**config.mk**
```make
export PLATFORM = sky130hd
export DESIGN_NAME = delta_varint_decoder_unit
export DESIGN_NICKNAME = d
export VERILOG_FILES = /design/src/sv/dvd_pkg.sv /design/src/sv/dvd_step.sv /design/src/sv/delta_varint_decoder_unit.sv
export SDC_FILE = /design/constraint.sdc
export NUM_CORES = 1
export LEC_CHECK = 0
export BUFFER_PORTS_ARGS = -buffer_cell sky130_fd_sc_hd__buf_2
export CAP_MARGIN = 20
export CORE_ASPECT_RATIO = 0.7
export CORE_UTILIZATION = 26
export CTS_BUF_LIST = sky130_fd_sc_hd__clkbuf_8
export CTS_CLUSTER_DIAMETER = 60
export DETAILED_ROUTE_END_ITERATION = 6
export SLEW_MARGIN = 20
export SYNTH_ARGS = -nofsm -noshare
export SYNTH_HDL_FRONTEND = slang
export SYNTH_SLANG_ARGS = --single-unit
```
**constraint.sdc**
```tcl
create_clock -name clk_i -period 11.4 [get_ports clk_i]
set_input_delay 1.14 -clock clk_i [delete_from_list [all_inputs] [get_ports clk_i]]
set_output_delay 1.14 -clock clk_i [all_outputs]
set_load 0.02 [all_outputs]
```
**src/sv/dvd_pkg.sv**
```systemverilog
package dvd_pkg;

  // Width of the running offset and of each decoded delta (8..64).
  localparam int unsigned VALUE_WIDTH = 64;

  // Field widths fixed by the stream format.
  localparam int unsigned OFFSET_W = 64;
  localparam int unsigned COUNT_W  = 32;
  localparam int unsigned GROUP_W  = 4;

  // Last group index that may still carry the continuation bit is one below this.
  localparam int unsigned GROUP_LAST = (VALUE_WIDTH - 1) / 7;
  localparam int unsigned SHIFT_W    = $clog2(7 * GROUP_LAST + 1);

  localparam logic [7:0] PAYLOAD_MASK = 8'h7f;
  localparam logic [7:0] CONT_MASK    = 8'h80;

  typedef enum logic [1:0] {
    ERR_NONE      = 2'd0,
    ERR_TOO_LONG  = 2'd1,
    ERR_TRUNCATED = 2'd2
  } err_e;

  typedef struct packed {
    logic [7:0] data_byte;
    logic       start_of_list;
    logic       end_of_data;
  } in_item_t;

  typedef struct packed {
    logic [OFFSET_W-1:0] offset_value;
    logic                is_last;
    logic [1:0]          error_code;
  } out_item_t;

  typedef struct packed {
    logic [VALUE_WIDTH-1:0] partial_delta;
    logic [GROUP_W-1:0]     group_index;
    logic [VALUE_WIDTH-1:0] running_offset;
    logic [COUNT_W-1:0]     values_done;
    logic                   list_finished;
    logic                   error_seen;
  } dec_state_t;

endpackage

```
**src/sv/dvd_step.sv**
```systemverilog
module dvd_step (
  input  dvd_pkg::dec_state_t           state_i,
  input  dvd_pkg::in_item_t             item_i,
  input  logic [dvd_pkg::COUNT_W-1:0]   value_count_i,
  output dvd_pkg::dec_state_t           state_o,
  output logic                          emit_o,
  output dvd_pkg::out_item_t            result_o
);

  dvd_pkg::dec_state_t         cur;
  logic                        active;
  logic [dvd_pkg::GROUP_W-1:0] grp;
  logic [dvd_pkg::SHIFT_W-1:0] shamt;
  logic [dvd_pkg::VALUE_WIDTH-1:0] partial;
  logic [dvd_pkg::VALUE_WIDTH-1:0] offset_sum;
  logic [dvd_pkg::COUNT_W-1:0]     done_inc;
  logic                        cont;
  logic                        too_long;
  logic                        last;

  always_comb begin
    // Start of list clears everything before the byte is used.
    cur = state_i;
    if (item_i.start_of_list) begin
      cur = '0;
    end

    active = !cur.error_seen && !cur.list_finished && (cur.values_done < value_count_i);

    if (cur.group_index > dvd_pkg::GROUP_W'(dvd_pkg::GROUP_LAST)) begin
      grp = dvd_pkg::GROUP_W'(dvd_pkg::GROUP_LAST);
    end else begin
      grp = cur.group_index;
    end
    shamt = dvd_pkg::SHIFT_W'(7 * grp);

    // Group bits above the value width fall off the top of the shift.
    partial = cur.partial_delta |
              (dvd_pkg::VALUE_WIDTH'(item_i.data_byte & dvd_pkg::PAYLOAD_MASK) << shamt);
    offset_sum = cur.running_offset + partial;
    done_inc   = cur.values_done + dvd_pkg::COUNT_W'(1);
    cont       = (item_i.data_byte & dvd_pkg::CONT_MASK) != 8'h00;
    too_long   = grp >= dvd_pkg::GROUP_W'(dvd_pkg::GROUP_LAST);
    last       = done_inc == value_count_i;

    state_o  = cur;
    emit_o   = 1'b0;
    result_o = '0;

    if (active) begin
      if (!cont) begin
        state_o.running_offset = offset_sum;
        state_o.partial_delta  = '0;
        state_o.group_index    = '0;
        state_o.values_done    = done_inc;
        emit_o = 1'b1;
        result_o.offset_value = dvd_pkg::OFFSET_W'(offset_sum);
        if (last) begin
          state_o.list_finished = 1'b1;
          result_o.is_last      = 1'b1;
        end else if (item_i.end_of_data) begin
          state_o.error_seen  = 1'b1;
          result_o.error_code = dvd_pkg::ERR_TRUNCATED;
        end
      end else if (too_long) begin
        state_o.partial_delta = partial;
        state_o.error_seen    = 1'b1;
        emit_o = 1'b1;
        result_o.error_code = dvd_pkg::ERR_TOO_LONG;
      end else begin
        state_o.partial_delta = partial;
        state_o.group_index   = grp + dvd_pkg::GROUP_W'(1);
        if (item_i.end_of_data) begin
          state_o.error_seen  = 1'b1;
          emit_o = 1'b1;
          result_o.error_code = dvd_pkg::ERR_TRUNCATED;
        end
      end
    end
  end

endmodule

```
**src/sv/delta_varint_decoder_unit.sv**
```systemverilog
// Delta LEB128 varint decoder. Bytes of the varint stream arrive one per
// transfer on the input channel; every completed varint is added (mod 2^64)
// to a running offset and the new offset leaves on the output channel, with
// is_last set on the value_count-th offset. Overlong varints (continuation
// bit still set on the tenth byte) and data that ends early give one result
// carrying an error code, after which the list stays dead until a byte with
// start_of_list. Rate: one byte per clock while the result register is not
// stalled, with no bubbles. A byte passes through the input register, then
// its result goes to the result register; the decode, shift-in and 64-bit
// add sit in one combinational step between those two registers.
// value_count is written through cfg_we_i / cfg_wdata_i and should only
// change while the unit is idle.
module delta_varint_decoder_unit (
  input  logic                        clk_i,
  input  logic                        rst_ni,
  input  logic                        cfg_we_i,
  input  logic [dvd_pkg::COUNT_W-1:0] cfg_wdata_i,
  input  logic                        in_valid_i,
  output logic                        in_ready_o,
  input  dvd_pkg::in_item_t           in_data_i,
  output logic                        out_valid_o,
  input  logic                        out_ready_i,
  output dvd_pkg::out_item_t          out_data_o
);

  logic [dvd_pkg::COUNT_W-1:0] value_count_q;

  // Input register stage
  logic              in_valid_q;
  dvd_pkg::in_item_t in_item_q;

  // Decoder state and result register
  dvd_pkg::dec_state_t state_q, state_d;
  logic                out_valid_q;
  dvd_pkg::out_item_t  out_item_q;
  dvd_pkg::out_item_t  step_result;
  logic                step_emit;
  logic                advance;

  // The held byte moves on whenever the result register is free or draining,
  // even if the byte itself produces no result.
  assign advance    = !out_valid_q || out_ready_i;
  assign in_ready_o = !in_valid_q || advance;

  dvd_step u_step (
    .state_i       (state_q),
    .item_i        (in_item_q),
    .value_count_i (value_count_q),
    .state_o       (state_d),
    .emit_o        (step_emit),
    .result_o      (step_result)
  );

  always_ff @(posedge clk_i or negedge rst_ni) begin
    if (!rst_ni) begin
      value_count_q <= '0;
    end else if (cfg_we_i) begin
      value_count_q <= cfg_wdata_i;
    end
  end

  always_ff @(posedge clk_i or negedge rst_ni) begin
    if (!rst_ni) begin
      in_valid_q <= 1'b0;
    end else if (in_ready_o) begin
      in_valid_q <= in_valid_i;
    end
  end

  always_ff @(posedge clk_i) begin
    if (in_ready_o && in_valid_i) begin
      in_item_q <= in_data_i;
    end
  end

  // Decoder state commits when the held byte is consumed.
  always_ff @(posedge clk_i or negedge rst_ni) begin
    if (!rst_ni) begin
      state_q <= '0;
    end else if (in_valid_q && advance) begin
      state_q <= state_d;
    end
  end

  always_ff @(posedge clk_i or negedge rst_ni) begin
    if (!rst_ni) begin
      out_valid_q <= 1'b0;
    end else if (advance) begin
      out_valid_q <= in_valid_q && step_emit;
    end
  end

  always_ff @(posedge clk_i) begin
    if (advance && in_valid_q && step_emit) begin
      out_item_q <= step_result;
    end
  end

  assign out_valid_o = out_valid_q;
  assign out_data_o  = out_item_q;

endmodule

```
==> insert_results.sql, run 1 <==
INSERT INTO impl_metrics (metric_group, metric, value, unit) VALUES
('global_routing', 'grt_first_pass_wirelength', '94.1', 'mm'),
('yosys', 'synth_sequential_area_ratio', '39.4', '%'),
('setup_path', 'timing.rr.end', 'out_data_o[64]', ''),
('floorplan', 'dieHeight', '226', 'µm'),
('sta', 'rsz_0062_raised_after_global_routing', 'false', ''),
('cells_and_area', 'layout.cells.most_common', 'sky130_fd_sc_hd__nand2_1', ''),
('clocking', 'clkSinkCount', '277', ''),
('floorplan', 'initial_utilization', '26.4', '%'),
('yosys', 'synth_ff_type', 'sky130_fd_sc_hd__dfrtp_1', ''),
('route', 'vias', '16400', ''),
('setup_path', 'slowest_delay', '0.99', 'ns'),
('cells_and_area', 'area.growth.synth_to_final', '13.8', '%'),
('sta', 'setup_total_negative_slack', '0', 'ns'),
('setup_path', 'reg2reg_path_depth', '25', ''),
('route', 'dr.pass1.iters', '5', ''),
('min_path', 'worstHoldPathCells', '2', ''),
('route', 'ant_nets', '0', ''),
('clocking', 'post-cts-setup-buffer-count', '0', ''),
('min_path', 'hold_class', 'flip-flop to flip-flop', ''),
('clocking', 'cts.htree.levels', '2', ''),
('pwr', 'power.density', '157', 'mW/mm²'),
('run', 'cap_violations', '0', ''),
('yosys', 'synth-async-reset-ratio', '72.2', '%'),
('pwr', 'power.ir.vdd_worst', '0.0893', 'mV'),
('global_routing', 'grt_antenna_before_repair', '2', ''),
('sta', 'max_slew_margin', '22.9', '%'),
('cells_and_area', 'fillers', '7404', ''),
('clocking', 'postCtsResizedCells', '0', ''),
('sta', 'max_freq', '118', 'MHz'),
('sta', 'maxSlewViolCount', '0', ''),
('yosys', 'synth_top_cells_by_area', 'sky130_fd_sc_hd__dfrtp_1, sky130_fd_sc_hd__edfxtp_1, sky130_fd_sc_hd__ha_1', ''),
('setup_path', 'reg2reg_from', 'in_item_q[1]', ''),
('setup_path', 'worstPathMaxFanout', '65', ''),
('yosys', 'syn-instance-count', '2118', ''),
('pwr', 'leakagePower', '9.06', 'nW'),
('yosys', 'postSynthAreaPerCell', '8.77', 'µm²'),
('yosys', 'synthDominantAreaCellType', 'sky130_fd_sc_hd__dfrtp_1', ''),
('cells_and_area', 'finish.instance_area', '0.0211', 'mm²'),
('sta', 'final_period_minus_worst_setup_slack', '8.50', 'ns'),
('sta', 'hold-worst-slack', '0.477', 'ns'),
('setup_path', 'worst_ep_required_time', '11.78', 'ns'),
('floorplan', 'placeableCoreArea', '0.0702', 'mm²'),
('yosys', 'post_synth_instance_area', '0.0186', 'mm²'),
('cells_and_area', 'layout.core_utilization', '30.1', '%'),
('route', 'detail_route.drc_violations', '0', ''),
('setup_path', 'crit_family', 'compound AO/OA/AOI/OAI gates', ''),
('floorplan', 'fp.dieW', '321', 'µm'),
('route', 'via_per_inst', '5.18', ''),
('clocking', 'ctsRootBufferMaster', 'sky130_fd_sc_hd__clkbuf_8', ''),
('yosys', 'synthDominantCellAreaShare', '26.9', '%'),
('clocking', 'holdBufCountCts', '0', ''),
('place', 'finalWeightedCongestion', '0.908', ''),
('setup_path', 'category_of_the_critical_setup_timing_path', 'flip-flop to flip-flop', ''),
('cells_and_area', 'fin_nets', '2324', ''),
('sta', 'final.period_utilization', '74.5', '%'),
('yosys', 'ys.warnings.count', '0', ''),
('route', 'route.detailed.wl_per_inst', '19.3', 'µm'),
('global_routing', 'grt.overflow.total', '0', ''),
('clocking', 'cts.reportedPaths.clkPinSlew', '0.06', 'ns'),
('sta', 'clock-skew-final', '0.0464', 'ns'),
('floorplan', 'die_area', '0.0725', 'mm²'),
('setup_path', 'crit_arrival', '8.87', 'ns'),
('pwr', 'p_total', '0.00331', 'W'),
('setup_path', 'timing.critical_path.to_type', 'flip-flop', ''),
('setup_path', 'rrSetupSlack', '2.90', 'ns'),
('setup_path', 'timing.critical_path.slowest_stage_cell', 'sky130_fd_sc_hd__a311oi_1', ''),
('run_status', 'outcome', 'completed', ''),
('global_routing', 'grtUsageTotal', '16.7', '%'),
('global_routing', 'grt_max_degree', '100', ''),
('clocking', 'clock_tree_from_tritoncts', 'built', ''),
('global_routing', 'first_global_vias', '15400', '');
## routing by layer
metal | vias up | GRT usage [%] | wire (µm)
met1 | 7972 | 25.5 | 30700
met3 | 81 | 3.73 | 4860
met2 | 585 | 23.2 | 24400
met5 | - | 0 | 0
li1 | 7795 | - | -
met4 | 0 | 4.49 | 1240
## power breakdown
group	internal [W]	switching, W
registers	0.00117	0.000106
clock network	0.000550	0.000477
logic	0.000302	0.000702
## how the worst max path moves through the flow
stage,startpoint,end,depth (start not counted)
2_1_floorplan,in_item_q[1],out_data_o[60],27
3_3_place_gp,in_item_q[1],out_data_o[64],23
3_5_place_dp,in_item_q[1],out_data_o[64],25
4_1_cts,in_item_q[1],out_data_o[64],25
5_1_grt,in_item_q[1],out_data_o[64],24
6_report,in_item_q[1],out_data_o[64],25
## worst min-delay path, stage by stage, from the launching register on
cell	delay (ns)
sky130_fd_sc_hd__dfrtp_1	0.33
sky130_fd_sc_hd__nand2_1	0.04
sky130_fd_sc_hd__o21ai_0	0.06
## logic make-up after synthesis
| group | after synthesis | synth area share (%) |
|---|---|---|
| flops | 277 | 39.4 |
| buf+inv | 223 | 4.51 |
| mux | 18 | 1.25 |
| simple gates | 742 | 19.7 |
| compound gates | 652 | 23.3 |
| xor+xnor | 103 | 4.86 |
| fa+ha+maj | 103 | 7.02 |
## synth_stat cells (13+ instances only)
master and instances:
sky130_fd_sc_hd__o21a_1 15, sky130_fd_sc_hd__xor2_1 27, sky130_fd_sc_hd__a22oi_1 31, sky130_fd_sc_hd__a21o_1 51, sky130_fd_sc_hd__nor3_1 37, sky130_fd_sc_hd__clkbuf_1 117, sky130_fd_sc_hd__or2_2 13, sky130_fd_sc_hd__nor2b_1 96
sky130_fd_sc_hd__o2bb2ai_1 29, sky130_fd_sc_hd__buf_1 14, sky130_fd_sc_hd__nand2_1 252, sky130_fd_sc_hd__o31a_1 14, sky130_fd_sc_hd__nor2_1 129, sky130_fd_sc_hd__edfxtp_1 77, sky130_fd_sc_hd__a22o_1 55, sky130_fd_sc_hd__o21ai_0 217
sky130_fd_sc_hd__dfrtp_1 200, sky130_fd_sc_hd__ha_1 101, sky130_fd_sc_hd__xnor2_1 76, sky130_fd_sc_hd__nand4_1 33, sky130_fd_sc_hd__and2_1 20, sky130_fd_sc_hd__inv_1 91, sky130_fd_sc_hd__and3_1 16, sky130_fd_sc_hd__or3_1 14
sky130_fd_sc_hd__nand3_1 73, sky130_fd_sc_hd__a21oi_1 101
## layout make-up
cell class | instances | area (µm²) | share of cell area [%]
multi-input combinational | 1618 | 10500 | 49.6
sequential | 277 | 7320 | 34.6
tap | 954 | 1190 | 5.65
clock buffer | 60 | 826 | 3.91
timing repair buffer | 134 | 727 | 3.44
inverter | 92 | 345 | 1.63
clock inverter | 34 | 240 | 1.14
antenna | 2 | 5.00 | 0.0237
## through the flow
step,cells,worst slack (ns)
5_1_grt,3169,2.42
6_report,3171,2.90
2_1_floorplan,2118,4.21
3_3_place_gp,3075,3.41
4_1_cts,3169,3.14
3_5_place_dp,3075,3.17
## registers in the layout, indices dropped and copies added (netlist names)
register       cells
state_q          166
out_data_o        67
value_count_q     32
in_item_q         10
in_valid_q         1
out_valid_o        1
Note: power is estimated with default switching activity, not from simulation.
==> run 2, diff against run 1 <==
==> constraint.sdc (replaced) <==
create_clock -name clk_i -period 8.4 [get_ports clk_i]
set_input_delay 0.84 -clock clk_i [delete_from_list [all_inputs] [get_ports clk_i]]
set_output_delay 0.84 -clock clk_i [all_outputs]
set_load 0.02 [all_outputs]
==> insert_results.sql, run 2 (synthesis gave the netlist of run 1 again) <==
INSERT INTO impl_metrics (metric_group, metric, value, unit) VALUES
('sta', 'setup-violations-final', '0', ''),
('place', 'portBuffers', '115', ''),
('route', 'drt-met1-wl', '30.5', 'mm'),
('clocking', 'cts.htree.levels', '2', ''),
('global_routing', 'grt_first_pass_wirelength', '93.7', 'mm'),
('setup_path', 'critical_path.startpoint_type', 'flip-flop', ''),
('floorplan', 'io-pin-count', '116', ''),
('route', 'ant_nets', '0', ''),
('cells_and_area', 'largest-register', 'state_q', ''),
('route', 'dr.pass1.iters', '6', ''),
('global_routing', 'grt_antenna_before_repair', '10', ''),
('clocking', 'clock_buffer_depth', '3', ''),
('pwr', 'leakagePower', '9.08', 'nW'),
('sta', 'max_freq', '132', 'MHz'),
('route', 'dr.first_iter.drc_count', '1855', ''),
('pwr', 'power.density', '210', 'mW/mm²'),
('clocking', 'cts_made_buffers', '50', ''),
('global_routing', 'grt.overflow.total', '0', ''),
('cells_and_area', 'layout_common_cells', 'sky130_fd_sc_hd__nand2_1, sky130_fd_sc_hd__o21ai_0, sky130_fd_sc_hd__dfrtp_1', ''),
('place', 'post-dp-hpwl', '43.0', 'mm'),
('route', 'met2WireLength', '23.7', 'mm'),
('clocking', 'cts.reportedPaths.clkPinSlew', '0.06', 'ns'),
('route', 'met3WireLength', '5.35', 'mm'),
('cells_and_area', 'largest_register_ffs', '166', ''),
('global_routing', 'grt_max_degree', '76', ''),
('route', 'via_per_inst', '5.16', ''),
('place', 'finalWeightedCongestion', '0.932', ''),
('clocking', 'insertion_delay', '0.65', 'ns'),
('setup_path', 'timing.critical_path.to_type', 'flip-flop', ''),
('setup_path', 'crit_arrival', '7.95', 'ns'),
('clocking', 'postCtsResizedCells', '0', ''),
('sta', 'final_period_minus_worst_setup_slack', '7.59', 'ns'),
('sta', 'final.period_utilization', '90.3', '%'),
('setup_path', 'worst_ep_required_time', '8.77', 'ns'),
('min_path', 'hold_class', 'input pin to asynchronous set/reset pin', ''),
('cells_and_area', 'finish.instance_area', '0.0211', 'mm²'),
('sta', 'hold_viol_final', '0', ''),
('clocking', 'clock_tree_from_tritoncts', 'built', ''),
('cells_and_area', 'area_taken_by_multi_input_logic_gates', '0.0105', 'mm²'),
('clocking', 'post-cts-setup-buffer-count', '0', ''),
('setup_path', 'category_of_the_critical_setup_timing_path', 'flip-flop to flip-flop', ''),
('floorplan', 'placeableCoreArea', '0.0702', 'mm²'),
('route', 'finalWirelength', '61.0', 'mm'),
('cells_and_area', 'share_of_cells_above_drive_strength_1', '11.6', '%'),
('route', 'routed.top_layer', 'met5', ''),
('cells_and_area', 'fillers', '7407', ''),
('setup_path', 'worstPathMaxFanout', '12', ''),
('sta', 'clock-skew-final', '0.0397', 'ns'),
('sta', 'rsz_0062_raised_after_global_routing', 'false', ''),
('clocking', 'ctsRootBufferMaster', 'sky130_fd_sc_hd__clkbuf_8', ''),
('floorplan', 'std_cell_rows', '81', ''),
('sta', 'max_slew_margin', '28.5', '%'),
('run_status', 'outcome', 'completed', ''),
('cells_and_area', 'area.growth.synth_to_final', '13.7', '%'),
('cells_and_area', 'area_used_by_sequential_logic_in_the_layout', '0.00732', 'mm²'),
('place', 'postPlaceCellArea', '0.0201', 'mm²'),
('sta', 'maxSlewViolCount', '0', ''),
('sta', 'worst_tran_pin_value', '1.07', 'ns'),
('pwr', 'power.ir.vdd_worst', '0.0958', 'mV'),
('route', 'vias', '16400', ''),
('clocking', 'clkSinkCount', '277', ''),
('sta', 'setup_total_negative_slack', '0', 'ns'),
('route', 'route.detailed.wl_per_inst', '19.2', 'µm'),
('global_routing', 'grtUsageTotal', '16.7', '%'),
('clocking', 'holdBufCountCts', '0', ''),
('cells_and_area', 'layout.cells.most_common', 'sky130_fd_sc_hd__nand2_1', ''),
('global_routing', 'first_global_vias', '15300', ''),
('floorplan', 'fp.dieW', '321', 'µm'),
('floorplan', 'initial_utilization', '26.4', '%'),
('route', 'detail_route.drc_violations', '0', ''),
('run', 'cap_violations', '0', ''),
('cells_and_area', 'fin_nets', '2329', ''),
('floorplan', 'dieHeight', '226', 'µm'),
('floorplan', 'die_area', '0.0725', 'mm²');
[run 2: cell types whose count changed in the layout (fill, tap and decap cells not counted), sizes merged]
cell / delta
clkinvlp: -1
diode: -1
clkinv: +1
inv: -1
buf: +6
bufinv: -1
clkbuf: +1
[run 2: path summary, 6_finish.rpt]
check / depth (start not counted) / slack, ns / end / startpoint
min: 1 / 0.23 / value_count_q[27] / rst_ni
min reg2reg: 2 / 0.49 / state_q[60] / state_q[60]
max in group asynchronous: 2 / 6.71 / state_q[71] / rst_ni
max: 23 / 0.81 / out_data_o[54] / state_q[100]
max reg2reg: 23 / 0.81 / out_data_o[54] / state_q[100]
min in group clk_i: 1 / 0.40 / in_item_q[0] / in_data_i[0]
[run 2: metal layers]
layer / GRT usage, % / vias to the layer above
met2: 22.2 / 631
met1: 26.1 / 7847
li1: - / 7804
met3: 3.95 / 96
met4: 4.53 / 6
met5: 0 / -
[run 2: power breakdown]
| group | total, W | switching, W | internal [W] | leakage, nW |
|---|---|---|---|---|
| combinational | 0.00138 | 0.000964 | 0.000412 | 5.04 |
| sequential | 0.00173 | 0.000138 | 0.00159 | 3.44 |
| clock | 0.00134 | 0.000622 | 0.000716 | 0.590 |
[run 2: through the flow]
step	worst slack [ns]	power [W]	instances	util, %	hold slack (ns)
floorplan	1.21	0.00261	2118	-	0.441
global placement	1.02	0.00311	3081	28.6	0.460
detailed placement	0.966	0.00311	3081	28.6	0.467
CTS	0.988	0.00448	3174	30.1	0.233
global route	0.133	0.00470	3174	30.1	0.278
finish	0.815	0.00444	3175	30.1	0.234
[run 2: critical path: stages (launching register included)]
cell and delay, ns:
sky130_fd_sc_hd__dfrtp_1 0.47, sky130_fd_sc_hd__o21a_1 0.23, sky130_fd_sc_hd__o21ai_1 0.41, sky130_fd_sc_hd__o21ai_0 0.22
sky130_fd_sc_hd__ha_1 0.33, sky130_fd_sc_hd__ha_1 0.16, sky130_fd_sc_hd__inv_1 0.06, sky130_fd_sc_hd__fa_1 0.77
sky130_fd_sc_hd__buf_4 0.29, sky130_fd_sc_hd__inv_1 0.10, sky130_fd_sc_hd__nand2_1 0.09, sky130_fd_sc_hd__nor2_1 0.07
sky130_fd_sc_hd__a22oi_1 0.46, sky130_fd_sc_hd__o2bb2ai_1 0.25, sky130_fd_sc_hd__ha_1 0.52, sky130_fd_sc_hd__nand4_1 0.19
sky130_fd_sc_hd__nor3_1 0.63, sky130_fd_sc_hd__nand2_1 0.15, sky130_fd_sc_hd__o211ai_1 0.46, sky130_fd_sc_hd__nand2_1 0.24
sky130_fd_sc_hd__o31ai_1 0.65, sky130_fd_sc_hd__a21boi_0 0.24, sky130_fd_sc_hd__xor2_1 0.25, sky130_fd_sc_hd__nor2_1 0.07
[run 2: area by class of cell]
cell class              count  area share, %
flip-flops and latches    277           34.6
multi-input cells        1618           49.6
inverters                  92           1.63
clock buffers              61           3.97
well taps                 954           5.65
repair buffers            140           3.65
clock inverters            32          0.883
diodes                      1         0.0118
